### config.mk
export PLATFORM = sky130hd
export DESIGN_NAME = json_byte_tokenizer_unit
export DESIGN_NICKNAME = d
export VERILOG_FILES = /design/src/rtl/jbt_pkg.sv /design/src/rtl/jbt_lexer.sv /design/src/rtl/jbt_res_queue.sv /design/src/rtl/json_byte_tokenizer_unit.sv
export VERILOG_INCLUDE_DIRS = /design/src /design/src/rtl
export SDC_FILE = /design/constraint.sdc
export NUM_CORES = 1
export LEC_CHECK = 0
export BUFFER_PORTS_ARGS = -buffer_cell sky130_fd_sc_hd__buf_2
export CAP_MARGIN = 5
export CORE_MARGIN = 4
export CORE_UTILIZATION = 30
export CTS_CLUSTER_SIZE = 30
export DETAILED_ROUTE_END_ITERATION = 12
export SYNTH_ARGS = -nofsm -noshare
export SYNTH_HDL_FRONTEND = slang
export SYNTH_HIERARCHICAL = 1
export SYNTH_SLANG_ARGS = --single-unit
export TNS_END_PERCENT = 1
### constraint.sdc
create_clock -name clk -period 5.1 [get_ports clk]
set_input_delay 0.255 -clock clk [delete_from_list [all_inputs] [get_ports clk]]
set_output_delay 0.255 -clock clk [all_outputs]
set_load 0.02 [all_outputs]
### src/rtl/json_byte_tokenizer_unit_defines.svh
// Assertion macros shared by the tokenizer RTL.
`ifndef JSON_BYTE_TOKENIZER_UNIT_DEFINES_SVH
`define JSON_BYTE_TOKENIZER_UNIT_DEFINES_SVH

// Same-cycle implication, sampled on clk and disabled during reset.
`define JBT_ASSERT_SAME(lbl, ante, cons, msg) \
  lbl: assert property (@(posedge clk) disable iff (!rst_n) (ante) |-> (cons)) \
    else $error(msg);

// Next-cycle implication, sampled on clk and disabled during reset.
`define JBT_ASSERT_NEXT(lbl, ante, cons, msg) \
  lbl: assert property (@(posedge clk) disable iff (!rst_n) (ante) |=> (cons)) \
    else $error(msg);

`endif

### src/rtl/jbt_pkg.sv
// Shared types and constants of the JSON byte tokenizer.
`default_nettype none
package jbt_pkg;

  localparam int IN_DATA_W       = 8;
  localparam int OUT_DATA_W      = 16;
  localparam int KIND_W          = 4;
  localparam int QUEUE_DEPTH_DEF = 4;

  // Input kind codes.
  localparam logic KIND_BYTE = 1'b0;
  localparam logic KIND_END  = 1'b1;

  // Token kind codes.
  localparam logic [3:0] TK_LBRACE   = 4'd0;
  localparam logic [3:0] TK_RBRACE   = 4'd1;
  localparam logic [3:0] TK_LBRACKET = 4'd2;
  localparam logic [3:0] TK_RBRACKET = 4'd3;
  localparam logic [3:0] TK_KEY_SEP  = 4'd4;
  localparam logic [3:0] TK_ELEM_SEP = 4'd5;
  localparam logic [3:0] TK_STRING   = 4'd6;
  localparam logic [3:0] TK_NUMBER   = 4'd7;
  localparam logic [3:0] TK_TRUE     = 4'd8;
  localparam logic [3:0] TK_KW_FALSE = 4'd9;
  localparam logic [3:0] TK_NULL     = 4'd10;
  localparam logic [3:0] TK_END      = 4'd11;

  // Error codes.
  localparam logic [1:0] ERR_NONE    = 2'd0;
  localparam logic [1:0] ERR_CHAR    = 2'd1;
  localparam logic [1:0] ERR_KEYWORD = 2'd2;

  // Characters with a role of their own.
  localparam logic [7:0] CH_LBRACE   = 8'h7B;
  localparam logic [7:0] CH_RBRACE   = 8'h7D;
  localparam logic [7:0] CH_LBRACKET = 8'h5B;
  localparam logic [7:0] CH_RBRACKET = 8'h5D;
  localparam logic [7:0] CH_COLON    = 8'h3A;
  localparam logic [7:0] CH_COMMA    = 8'h2C;
  localparam logic [7:0] CH_QUOTE    = 8'h22;
  localparam logic [7:0] CH_BSLASH   = 8'h5C;
  localparam logic [7:0] CH_POINT    = 8'h2E;
  localparam logic [7:0] CH_MINUS    = 8'h2D;
  localparam logic [7:0] CH_PLUS     = 8'h2B;
  localparam logic [7:0] CH_SPACE    = 8'h20;

  // Keyword slots; candidate bit i belongs to slot i.
  localparam logic [1:0] KW_TRUE  = 2'd0;
  localparam logic [1:0] KW_FALSE = 2'd1;
  localparam logic [1:0] KW_NULL  = 2'd2;

  // One result item.
  typedef struct packed {
    logic [3:0] token_kind;
    logic [7:0] out_byte;
    logic       byte_valid;
    logic       token_done;
    logic [1:0] error_code;
    logic       last_of_run;
  } res_t;

  // Results of one accepted input, handed from the lexer to the queue.
  typedef struct packed {
    logic [1:0] n;
    res_t       res0;
    res_t       res1;
  } push_t;

endpackage
`default_nettype wire

### src/rtl/jbt_lexer.sv
// Lexer state machine: turns one accepted input into up to two results.
`default_nettype none
`include "json_byte_tokenizer_unit_defines.svh"
module jbt_lexer (
  input  wire logic           clk,
  input  wire logic           rst_n,
  input  wire logic           accept,
  input  wire logic           in_kind,
  input  wire logic [7:0]     in_byte,
  output jbt_pkg::push_t      push
);
  import jbt_pkg::*;

  typedef enum logic [5:0] {
    MODE_IDLE = 6'b000001,
    MODE_STR  = 6'b000010,
    MODE_ESC  = 6'b000100,
    MODE_NUM  = 6'b001000,
    MODE_KW   = 6'b010000,
    MODE_ERR  = 6'b100000
  } mode_t;

  mode_t      mode_r, mode_nxt;
  logic       seen_point_r, seen_point_nxt;
  logic [2:0] cnt_r, cnt_nxt;
  logic [2:0] cand_r, cand_nxt;

  function automatic res_t mk_res(logic [3:0] kind, logic [7:0] b, logic valid,
                                  logic done, logic [1:0] err);
    res_t r;
    r.token_kind  = kind;
    r.out_byte    = valid ? b : 8'd0;
    r.byte_valid  = valid;
    r.token_done  = done;
    r.error_code  = err;
    r.last_of_run = 1'b0;
    return r;
  endfunction

  function automatic logic is_letter(logic [7:0] c);
    return (c >= 8'h61 && c <= 8'h7A) || (c >= 8'h41 && c <= 8'h5A);
  endfunction

  function automatic logic is_digit(logic [7:0] c);
    return c >= 8'h30 && c <= 8'h39;
  endfunction

  function automatic logic [7:0] unescape(logic [7:0] c);
    logic [7:0] r;
    case (c)
      8'h62:   r = 8'h08;
      8'h66:   r = 8'h0C;
      8'h6E:   r = 8'h0A;
      8'h72:   r = 8'h0D;
      8'h74:   r = 8'h09;
      default: r = c;
    endcase
    return r;
  endfunction

  function automatic logic [2:0] kw_len(logic [1:0] k);
    return (k == KW_FALSE) ? 3'd5 : 3'd4;
  endfunction

  // Letter of keyword k at position pos; zero past the end.
  function automatic logic [7:0] kw_char(logic [1:0] k, logic [2:0] pos);
    logic [7:0] r;
    r = 8'd0;
    unique case (k)
      KW_TRUE: begin
        case (pos)
          3'd0: r = 8'h74;
          3'd1: r = 8'h72;
          3'd2: r = 8'h75;
          3'd3: r = 8'h65;
          default: r = 8'd0;
        endcase
      end
      KW_FALSE: begin
        case (pos)
          3'd0: r = 8'h66;
          3'd1: r = 8'h61;
          3'd2: r = 8'h6C;
          3'd3: r = 8'h73;
          3'd4: r = 8'h65;
          default: r = 8'd0;
        endcase
      end
      KW_NULL: begin
        case (pos)
          3'd0: r = 8'h6E;
          3'd1: r = 8'h75;
          3'd2: r = 8'h6C;
          3'd3: r = 8'h6C;
          default: r = 8'd0;
        endcase
      end
      default: r = 8'd0;
    endcase
    return r;
  endfunction

  // Outcome of a byte seen between tokens.
  res_t       idle_res;
  logic       idle_hit;
  mode_t      idle_mode;
  logic       idle_num;
  logic       idle_kw;
  logic [2:0] idle_cand;

  always_comb begin
    idle_res  = '0;
    idle_hit  = 1'b0;
    idle_mode = MODE_IDLE;
    idle_num  = 1'b0;
    idle_kw   = 1'b0;
    idle_cand = {in_byte == kw_char(KW_NULL, 3'd0), in_byte == kw_char(KW_FALSE, 3'd0),
                 in_byte == kw_char(KW_TRUE, 3'd0)};
    case (in_byte) inside
      CH_LBRACE: begin
        idle_hit = 1'b1;
        idle_res = mk_res(TK_LBRACE, in_byte, 1'b1, 1'b1, ERR_NONE);
      end
      CH_RBRACE: begin
        idle_hit = 1'b1;
        idle_res = mk_res(TK_RBRACE, in_byte, 1'b1, 1'b1, ERR_NONE);
      end
      CH_LBRACKET: begin
        idle_hit = 1'b1;
        idle_res = mk_res(TK_LBRACKET, in_byte, 1'b1, 1'b1, ERR_NONE);
      end
      CH_RBRACKET: begin
        idle_hit = 1'b1;
        idle_res = mk_res(TK_RBRACKET, in_byte, 1'b1, 1'b1, ERR_NONE);
      end
      CH_COLON: begin
        idle_hit = 1'b1;
        idle_res = mk_res(TK_KEY_SEP, in_byte, 1'b1, 1'b1, ERR_NONE);
      end
      CH_COMMA: begin
        idle_hit = 1'b1;
        idle_res = mk_res(TK_ELEM_SEP, in_byte, 1'b1, 1'b1, ERR_NONE);
      end
      CH_QUOTE: idle_mode = MODE_STR;
      CH_SPACE, [8'h09:8'h0D]: idle_mode = MODE_IDLE;
      CH_MINUS, CH_PLUS, [8'h30:8'h39]: begin
        idle_hit  = 1'b1;
        idle_mode = MODE_NUM;
        idle_num  = 1'b1;
        idle_res  = mk_res(TK_NUMBER, in_byte, 1'b1, 1'b0, ERR_NONE);
      end
      [8'h41:8'h5A], [8'h61:8'h7A]: begin
        idle_mode = MODE_KW;
        idle_kw   = 1'b1;
      end
      default: begin
        idle_hit  = 1'b1;
        idle_mode = MODE_ERR;
        idle_res  = mk_res(TK_LBRACE, 8'd0, 1'b0, 1'b0, ERR_CHAR);
      end
    endcase
  end

  // Keyword step and keyword close.
  logic [2:0] take_cand;
  logic [2:0] take_cnt;
  logic       kw_ok;
  res_t       kw_res;

  always_comb begin
    for (int i = 0; i < 3; i++) begin
      take_cand[i] = cand_r[i] && (cnt_r < kw_len(2'(i))) && (kw_char(2'(i), cnt_r) == in_byte);
    end
    take_cnt = (cnt_r == 3'd7) ? cnt_r : cnt_r + 3'd1;
    kw_ok  = 1'b1;
    if (cand_r[KW_TRUE] && cnt_r == kw_len(KW_TRUE)) begin
      kw_res = mk_res(TK_TRUE, 8'd0, 1'b0, 1'b1, ERR_NONE);
    end else if (cand_r[KW_FALSE] && cnt_r == kw_len(KW_FALSE)) begin
      kw_res = mk_res(TK_KW_FALSE, 8'd0, 1'b0, 1'b1, ERR_NONE);
    end else if (cand_r[KW_NULL] && cnt_r == kw_len(KW_NULL)) begin
      kw_res = mk_res(TK_NULL, 8'd0, 1'b0, 1'b1, ERR_NONE);
    end else begin
      kw_ok  = 1'b0;
      kw_res = mk_res(TK_LBRACE, 8'd0, 1'b0, 1'b0, ERR_KEYWORD);
    end
  end

  res_t       r0, r1;
  logic [1:0] n;

  always_comb begin
    mode_nxt       = mode_r;
    seen_point_nxt = seen_point_r;
    cnt_nxt        = cnt_r;
    cand_nxt       = cand_r;
    r0             = '0;
    r1             = '0;
    n              = 2'd0;
    if (accept) begin
      if (in_kind == KIND_END) begin
        unique case (mode_r)
          MODE_STR, MODE_ESC: begin
            r0 = mk_res(TK_STRING, 8'd0, 1'b0, 1'b1, ERR_NONE);
            n  = 2'd1;
          end
          MODE_NUM: begin
            r0 = mk_res(TK_NUMBER, 8'd0, 1'b0, 1'b1, ERR_NONE);
            n  = 2'd1;
          end
          MODE_KW: begin
            r0 = kw_res;
            n  = 2'd1;
          end
          default: n = 2'd0;
        endcase
        if (n == 2'd1) begin
          r1 = mk_res(TK_END, 8'd0, 1'b0, 1'b1, ERR_NONE);
          n  = 2'd2;
        end else begin
          r0 = mk_res(TK_END, 8'd0, 1'b0, 1'b1, ERR_NONE);
          n  = 2'd1;
        end
        mode_nxt       = MODE_IDLE;
        seen_point_nxt = 1'b0;
        cnt_nxt        = 3'd0;
        cand_nxt       = 3'b111;
      end else begin
        unique case (mode_r)
          MODE_STR: begin
            if (in_byte == CH_QUOTE) begin
              mode_nxt = MODE_IDLE;
              r0       = mk_res(TK_STRING, 8'd0, 1'b0, 1'b1, ERR_NONE);
              n        = 2'd1;
            end else if (in_byte == CH_BSLASH) begin
              mode_nxt = MODE_ESC;
            end else begin
              r0 = mk_res(TK_STRING, in_byte, 1'b1, 1'b0, ERR_NONE);
              n  = 2'd1;
            end
          end
          MODE_ESC: begin
            mode_nxt = MODE_STR;
            r0       = mk_res(TK_STRING, unescape(in_byte), 1'b1, 1'b0, ERR_NONE);
            n        = 2'd1;
          end
          MODE_NUM: begin
            if (is_digit(in_byte) || (in_byte == CH_POINT && !seen_point_r)) begin
              if (in_byte == CH_POINT) seen_point_nxt = 1'b1;
              r0 = mk_res(TK_NUMBER, in_byte, 1'b1, 1'b0, ERR_NONE);
              n  = 2'd1;
            end else begin
              // The closing byte is handled again as if between tokens.
              r0       = mk_res(TK_NUMBER, 8'd0, 1'b0, 1'b1, ERR_NONE);
              r1       = idle_res;
              n        = idle_hit ? 2'd2 : 2'd1;
              mode_nxt = idle_mode;
              if (idle_num) seen_point_nxt = 1'b0;
              if (idle_kw) begin
                cnt_nxt  = 3'd1;
                cand_nxt = idle_cand;
              end
            end
          end
          MODE_KW: begin
            if (is_letter(in_byte)) begin
              cand_nxt = take_cand;
              cnt_nxt  = take_cnt;
            end else begin
              r0 = kw_res;
              if (kw_ok) begin
                r1       = idle_res;
                n        = idle_hit ? 2'd2 : 2'd1;
                mode_nxt = idle_mode;
                if (idle_num) seen_point_nxt = 1'b0;
                if (idle_kw) begin
                  cnt_nxt  = 3'd1;
                  cand_nxt = idle_cand;
                end
              end else begin
                n        = 2'd1;
                mode_nxt = MODE_ERR;
              end
            end
          end
          MODE_ERR: n = 2'd0;
          default: begin
            r0       = idle_res;
            n        = idle_hit ? 2'd1 : 2'd0;
            mode_nxt = idle_mode;
            if (idle_num) seen_point_nxt = 1'b0;
            if (idle_kw) begin
              cnt_nxt  = 3'd1;
              cand_nxt = idle_cand;
            end
          end
        endcase
      end
    end
    if (n == 2'd1) r0.last_of_run = 1'b1;
    if (n == 2'd2) r1.last_of_run = 1'b1;
  end

  assign push.n    = n;
  assign push.res0 = r0;
  assign push.res1 = r1;

  always_ff @(posedge clk) begin
    if (!rst_n) begin
      mode_r       <= MODE_IDLE;
      seen_point_r <= 1'b0;
      cnt_r        <= 3'd0;
      cand_r       <= 3'b111;
    end else begin
      mode_r       <= mode_nxt;
      seen_point_r <= seen_point_nxt;
      cnt_r        <= cnt_nxt;
      cand_r       <= cand_nxt;
    end
  end

  // A failed keyword closed by end of text is the one first result that is not a done token.
  `JBT_ASSERT_SAME(a_pair_closes_first, push.n == 2'd2, !push.res0.byte_valid && (push.res0.token_done || push.res0.error_code == ERR_KEYWORD), "first of two results must close a token")
  `JBT_ASSERT_SAME(a_last_marks_end, push.n != 2'd0, (push.n == 2'd1 && push.res0.last_of_run) || (push.n == 2'd2 && push.res1.last_of_run && !push.res0.last_of_run), "last flag misplaced")
  `JBT_ASSERT_SAME(a_err_silent, accept && mode_r == MODE_ERR && in_kind == KIND_BYTE, push.n == 2'd0, "byte in error mode gave a result")
  `JBT_ASSERT_NEXT(a_end_resets, accept && in_kind == KIND_END, mode_r == MODE_IDLE && cnt_r == 3'd0 && cand_r == 3'b111 && !seen_point_r, "end of text did not reset state")

endmodule
`default_nettype wire

### src/rtl/jbt_res_queue.sv
// Result queue: takes up to two results per cycle and hands out one per transfer.
`default_nettype none
`include "json_byte_tokenizer_unit_defines.svh"
module jbt_res_queue #(
  parameter int DEPTH = jbt_pkg::QUEUE_DEPTH_DEF
) (
  input  wire logic                           clk,
  input  wire logic                           rst_n,
  input  wire jbt_pkg::push_t                 push,
  output logic                                room,
  output logic                                out_tvalid,
  input  wire logic                           out_tready,
  output logic [jbt_pkg::OUT_DATA_W-1:0]      out_tdata,
  output logic [jbt_pkg::KIND_W-1:0]          out_tuser,
  output logic                                out_tlast
);
  import jbt_pkg::*;

  localparam int PW = (DEPTH > 1) ? $clog2(DEPTH) : 1;
  localparam int CW = $clog2(DEPTH + 1);

  res_t          q_r [DEPTH];
  logic [PW-1:0] wr_ptr_r, rd_ptr_r;
  logic [CW-1:0] cnt_r;
  logic [PW-1:0] wr_ptr_1, wr_ptr_2;
  logic          pop;
  res_t          head;

  function automatic logic [PW-1:0] ptr_inc(logic [PW-1:0] p);
    return (p == PW'(DEPTH - 1)) ? '0 : p + PW'(1);
  endfunction

  assign wr_ptr_1 = ptr_inc(wr_ptr_r);
  assign wr_ptr_2 = ptr_inc(wr_ptr_1);
  assign pop      = out_tvalid && out_tready;
  assign room     = cnt_r <= CW'(DEPTH - 2);

  always_ff @(posedge clk) begin
    if (push.n != 2'd0) q_r[wr_ptr_r] <= push.res0;
    if (push.n == 2'd2) q_r[wr_ptr_1] <= push.res1;
  end

  always_ff @(posedge clk) begin
    if (!rst_n) begin
      wr_ptr_r <= '0;
      rd_ptr_r <= '0;
      cnt_r    <= '0;
    end else begin
      if (push.n == 2'd1) wr_ptr_r <= wr_ptr_1;
      else if (push.n == 2'd2) wr_ptr_r <= wr_ptr_2;
      if (pop) rd_ptr_r <= ptr_inc(rd_ptr_r);
      cnt_r <= cnt_r + CW'(push.n) - CW'(pop);
    end
  end

  assign head       = q_r[rd_ptr_r];
  assign out_tvalid = cnt_r != '0;
  assign out_tuser  = head.token_kind;
  assign out_tlast  = head.last_of_run;
  assign out_tdata  = {{(OUT_DATA_W - 12){1'b0}}, head.error_code, head.token_done,
                       head.byte_valid, head.out_byte};

  `JBT_ASSERT_SAME(a_cnt_bound, 1'b1, cnt_r <= CW'(DEPTH), "queue count above depth")
  `JBT_ASSERT_NEXT(a_cnt_up, push.n != 2'd0 && !pop, cnt_r == $past(cnt_r) + CW'($past(push.n)), "count did not follow pushes")
  `JBT_ASSERT_NEXT(a_cnt_down, push.n == 2'd0 && pop, cnt_r == $past(cnt_r) - CW'(1), "count did not follow transfer")

endmodule
`default_nettype wire

### src/rtl/json_byte_tokenizer_unit.sv
// Top level of the streaming JSON byte tokenizer.
//
//  Channel | Dir | Fields (low bit first)
//  in_     | in  | tuser: kind (1=end of text); tdata: text_byte
//  out_    | out | tuser: token_kind; tdata: out_byte, byte_valid, token_done,
//          |     |   error_code, zero fill; tlast: last_of_run
//
// One text byte is taken per cycle while in_tready is high; its results are written to the queue at
// the same edge and appear on out_ from the next cycle on.
// A byte can give two results; the queue drains one per transfer, so in_tready
// drops while fewer than two queue entries are free.
// Synchronous active-low reset returns the lexer to idle and empties the queue.
// A stalled output keeps its data, and input is held off only once fewer than
// two queue entries are free.
`default_nettype none
module json_byte_tokenizer_unit #(
  parameter int QUEUE_DEPTH = jbt_pkg::QUEUE_DEPTH_DEF
) (
  input  wire logic                           clk,
  input  wire logic                           rst_n,
  input  wire logic                           in_tvalid,
  output logic                                in_tready,
  input  wire logic [jbt_pkg::IN_DATA_W-1:0]  in_tdata,   // [7:0] text_byte
  input  wire logic                           in_tuser,   // [0] kind
  output logic                                out_tvalid,
  input  wire logic                           out_tready,
  output logic [jbt_pkg::OUT_DATA_W-1:0]      out_tdata,  // [7:0] out_byte, [8] byte_valid,
                                                          // [9] token_done, [11:10] error_code
  output logic [jbt_pkg::KIND_W-1:0]          out_tuser,  // [3:0] token_kind
  output logic                                out_tlast
);
  import jbt_pkg::*;

  push_t push;
  logic  room;
  logic  accept;

  assign in_tready = room;
  assign accept    = in_tvalid && room;

  jbt_lexer u_lexer (
    .clk     (clk),
    .rst_n   (rst_n),
    .accept  (accept),
    .in_kind (in_tuser),
    .in_byte (in_tdata),
    .push    (push)
  );

  jbt_res_queue #(
    .DEPTH (QUEUE_DEPTH)
  ) u_queue (
    .clk        (clk),
    .rst_n      (rst_n),
    .push       (push),
    .room       (room),
    .out_tvalid (out_tvalid),
    .out_tready (out_tready),
    .out_tdata  (out_tdata),
    .out_tuser  (out_tuser),
    .out_tlast  (out_tlast)
  );

endmodule
`default_nettype wire
======== After elaboration in Yosys (flattened, before gate mapping) ========
Memories as Yosys holds them, arrays and structs flattened. A register that Yosys moved wholly into a read port is not among the register bits.
Index checks and enable logic that the tools add are counted.
word-level totals
  flip-flop bits (word level) ............. 20
  bits in latches ......................... 0
  memory bits (writable) .................. 68
  bits in read-only memories .............. 0
  input bits .............................. 13
  memories kept ........................... 1
memories
  name         depth  bits a word  rd ports  clocked after memory_dff  wr ports  line                 source
  u_queue.q_r  4      17           1         1                         2         jbt_res_queue.sv:22  res_t q_r [DEPTH];
cells by class
  add/sub/neg operators ................... 6
  multiply operators ...................... 0
  divide/modulo/power cells ............... 0
  $lt $le $gt $ge ......................... 11
  equality and inequality tests ........... 46
  shifts and indexed selects .............. 0
  multiplexer cells ....................... 129
  bitwise logic cells ..................... 0
  reductions and logical operators ........ 34
operator list
  kind                number
  $mux 17             22
  $mux 6              16
  $pmux 17 s5         1
  $eq 8x7->1 const B  10
  $eq 8x6->1 const B  7
  $pmux 17 s3         1
  $mux 1              47
  $pmux 8 s5          1
  $mux 2              18
  $pmux 7 s5          1
  $pmux 17 s2         1
  $mux 3              11
  $mux 16             2
  $pmux 6 s5          1
  $pmux 7 s4          1
  $eq 7x8->1          3
  $pmux 7 s3          1
  $pmux 3 s3          2
  $ge 8x7->1 const B  2
  $le 8x7->1 const B  2
  $logic_and 1x1->1   16
  $reduce_and 5->1    3
  $mux 13             1
  $pmux 2 s5          1
  37 further kinds    55

======== Longest topological paths before layout ========
  depth in word-level cells ............... 22
  gate-level depth with buffers ........... 14
  mapped depth without buffers ............ 13

======== Hierarchy ========
The synthesis kept the hierarchy.
by module, submodules not included
  module                    instances  cells an instance  area an instance (um^2)
  jbt_res_queue             1          237                3985.1
  jbt_lexer                 1          360                2391.0
  json_byte_tokenizer_unit  1          1                  6.3

======== Least setup slack after synthesis ========
No wires, ideal clock.
  path type ............................... input to register
  start point ............................. in in_tdata[4] in the netlist's numbering
  end point ............................... mem u_queue/q_r[0][0] in the netlist's numbering (enable)
  arrival time ............................ 3.681 ns
  data required time ...................... 4.685 ns
  setup slack ............................. 1.004 ns
  cell stages on the path ................. 10
  buffers on the path ..................... 1
  path through ............................ or4b_1 > buf_2 > or4_4 > and2_1 > a21oi_1 > o41ai_2 > a211oi_1 > inv_1 > ha_1 > o21ai_0
RTL lines
  item                line                            source
  start: declaration  json_byte_tokenizer_unit.sv:23  input wire logic [jbt_pkg::IN_DATA_W-1:0] in_tdata,
  end: declaration    jbt_res_queue.sv:22

==> flow_metrics.tcl <==
set metrics [dict create \
    status "completed" \
    synth_area_leaders "edfxtp_1 32%, mux2_2 12%, dfxtp_1 6.9%" \
    cap_violations 0 \
    antenna_found_initial 1 \
    post_cts_buffers 0 \
    required_ns 5.13 \
    ctsRootBufferMaster "clkbuf_16" \
    antennaDiodeCount 0 \
    cts_tree "built" \
    vdd_drop_max_mv 0.121 \
    drc 0 \
    cts.sinks 90 \
    synth_top_area_share 0.320 \
    start_util 0.305 \
    ctsHtreeMaxLevel 3 \
    cts_inserted_buffers 9 \
    dieWidth_um 154 \
    clk_latency_ns 0.34 \
    gp_congestion 0.899 \
    stdcell_area_sq_um 6990 \
    power.density_nw_per_um2 337 \
    cts_buffer_depth 2 \
    ioPinCount 36 \
    crit_path_start_kind "flop" \
    dieArea_sq_um 23700 \
    drt_iter0_markers 379 \
    finalHoldViolCount 0 \
    drive_gt1_frac 0.245 \
    numPortBuffers 31 \
    fin_setup_tns_ns 0 \
    grt_pass1_wl_um 25600 \
    slew_headroom 0.258 \
    track_usage 0.136 \
    synth_area_sq_um 6380 \
    clkTransAtPathRegs_ns 0.06 \
    drv_slew 0 \
    path_max_fanout 18 \
    synthCells 598 \
    hold_path.class "in2reg" \
    vias 4845 \
    synth_seq_cells 90 \
    via_per_inst 5.47 \
    detail_route.wl_per_cell_um 18.2 \
    ys_top_cells_by_count "68 x edfxtp_1, 68 x mux2_2, 39 x nor2_1, 36 x nand2_1, 33 x o21ai_0" \
    wirelength_um 16100 \
    synth_seq_area_share 0.389 \
    tightest_slew_ns 1.11 \
    post_dp_cell_area_sq_um 6680 \
    yosys.area.top_type "edfxtp_1" \
    core_area_sq_um 21000 \
    ctsResizeCount 0 \
    setup_violations 0 \
    num_rows 53 \
    static-leakage-power_nw 2.60 \
    yosysUniqueCellTypes 83 \
    post-route-min-period_ns 4.02 \
    synth.avg_cell_area_sq_um 10.7 \
    worst_setup_path_end_kind "flop" \
    stdcell_count 886 \
    ctsHoldBuffers 0 \
    placedCellCount 871 \
    grt_overflow 0 \
    yosysWarnings 6 \
    dp_hpwl_um 11400 \
    fp.dieH_um 154 \
    detail_route.first_pass.iterations 5 \
    finalCritPeriodShare 0.788 \
    finClkSkew_ns 0.0111 \
    grt_pass1_vias 4671 \
    cp.arrival_ns 4.05 \
    rsz0062_at_grt "no" \
    nets 641 \
    synthArstFlopShare 0 \
    path_class "reg2reg" \
    synth-edff-count 68 \
    ant_nets 0 \
    area_growth_pct 9.55 \
    fmax_mhz 249 \
    synth_flop_cell "edfxtp_1" \
    grt_max_degree 27 \
]
[final cells by class]
type                            instances  area [sq um]
Multi-Input combinational cell        436          3520
Inverter                               29           109
Tap cell                              275           344
Clock buffer                           10           229
Fill cell                            2149         14000
Clock inverter                          5          80.1
Sequential cell                        90          2480
Timing Repair Buffer                   41           230
[worst paths after layout]
check | startpoint | endpoint | slack [ns] | cells after the start
max | u_lexer/mode_r[4]$_SDFFE_PN0P_ | u_queue/q_r[2][12]$_DFFE_PP_ | 1.08 | 11
min | rst_n | u_queue/wr_ptr_r[1]$_SDFFE_PN0P_ | 0.33 | 3
max reg2reg | u_lexer/mode_r[4]$_SDFFE_PN0P_ | u_queue/q_r[2][12]$_DFFE_PP_ | 1.08 | 11
min reg2reg | u_queue/rd_ptr_r[0]$_SDFFE_PN0N_ | u_queue/rd_ptr_r[0]$_SDFFE_PN0N_ | 0.52 | 2
[logic make-up (layout without fill, tap and decap cells)]
logic type | Yosys count | after routing | synth area share
AO/OA/AOI/OAI | 135 | 135 | 0.147
XOR/XNOR | 11 | 11 | 0.0151
adder cells (fa/ha/maj) | 21 | 21 | 0.0423
buffers and inverters | 76 | 85 | 0.0623
flip-flops | 90 | 90 | 0.389
multiplexers | 87 | 87 | 0.190
other | 2 | 6 | 0.00118
AND/OR/NAND/NOR | 176 | 176 | 0.154
[per-layer routing]
metal  up-vias  share of wire  GRT usage
met4         2          0.023     0.0530
met1      2339           0.44      0.180
li1       2298              -          -
met2       177           0.48      0.224
met3        29          0.055     0.0228
met5         -        0.00043          0
[cell usage in the layout, fill, tap and decap left out, drive strengths merged, types with 5 or more instances in the layout]
cell	n
nand2	40
nor2	39
and2	8
o31ai	5
buf	41
nand4	8
edfxtp	68
or3	5
nand3	16
mux2	68
xnor2	5
o211ai	6
nor4	7
ha	20
a21o	6
dfxtp	22
o21ai	33
mux4	17
a211oi	7
xor2	6
or4	5
a31oi	9
clkbuf	10
a21oi	27
nor3	15
conb	6
inv	28
[critical path: stages (launching register included)]
cell	delay, ns
dfxtp_1	0.39
or4b_4	0.57
or3_1	0.45
nand4_2	0.35
o211ai_1	0.17
o41ai_2	0.41
a211oi_1	0.15
inv_1	0.11
ha_1	0.27
nand2_2	0.34
o21ai_1	0.23
buf_4	0.26
[power by group]
| part | leakage (nW) | internal, mW | switching, mW |
|---|---|---|---|
| combinational | 1.62 | 0.304 | 0.386 |
| clock | 0.146 | 0.426 | 0.272 |
| sequential | 0.835 | 0.890 | 0.0790 |
| total | 2.60 | 1.62 | 0.737 |
[flip-flops by register name (all words and copies together), names as in the netlist, named ones only]
name,flops
u_lexer/cnt_r,3
u_lexer/seen_point_r,1
u_queue/cnt_r,3
u_lexer/mode_r,6
u_queue/rd_ptr_r,2
u_queue/q_r,68
u_queue/wr_ptr_r,2
u_lexer/cand_r,3
[through the flow]
stage	utilization	hold slack [ns]	worst slack (ns)	total power [mW]
2_1_floorplan	-	0.438	1.00	1.50
6_report	0.334	0.330	1.08	2.36
3_5_place_dp	0.319	0.519	1.07	1.69
3_3_place_gp	0.319	0.516	1.09	1.68
5_1_grt	0.334	0.361	0.796	2.49
4_1_cts	0.334	0.312	1.06	2.39
Power figures use the tool's default switching activity.
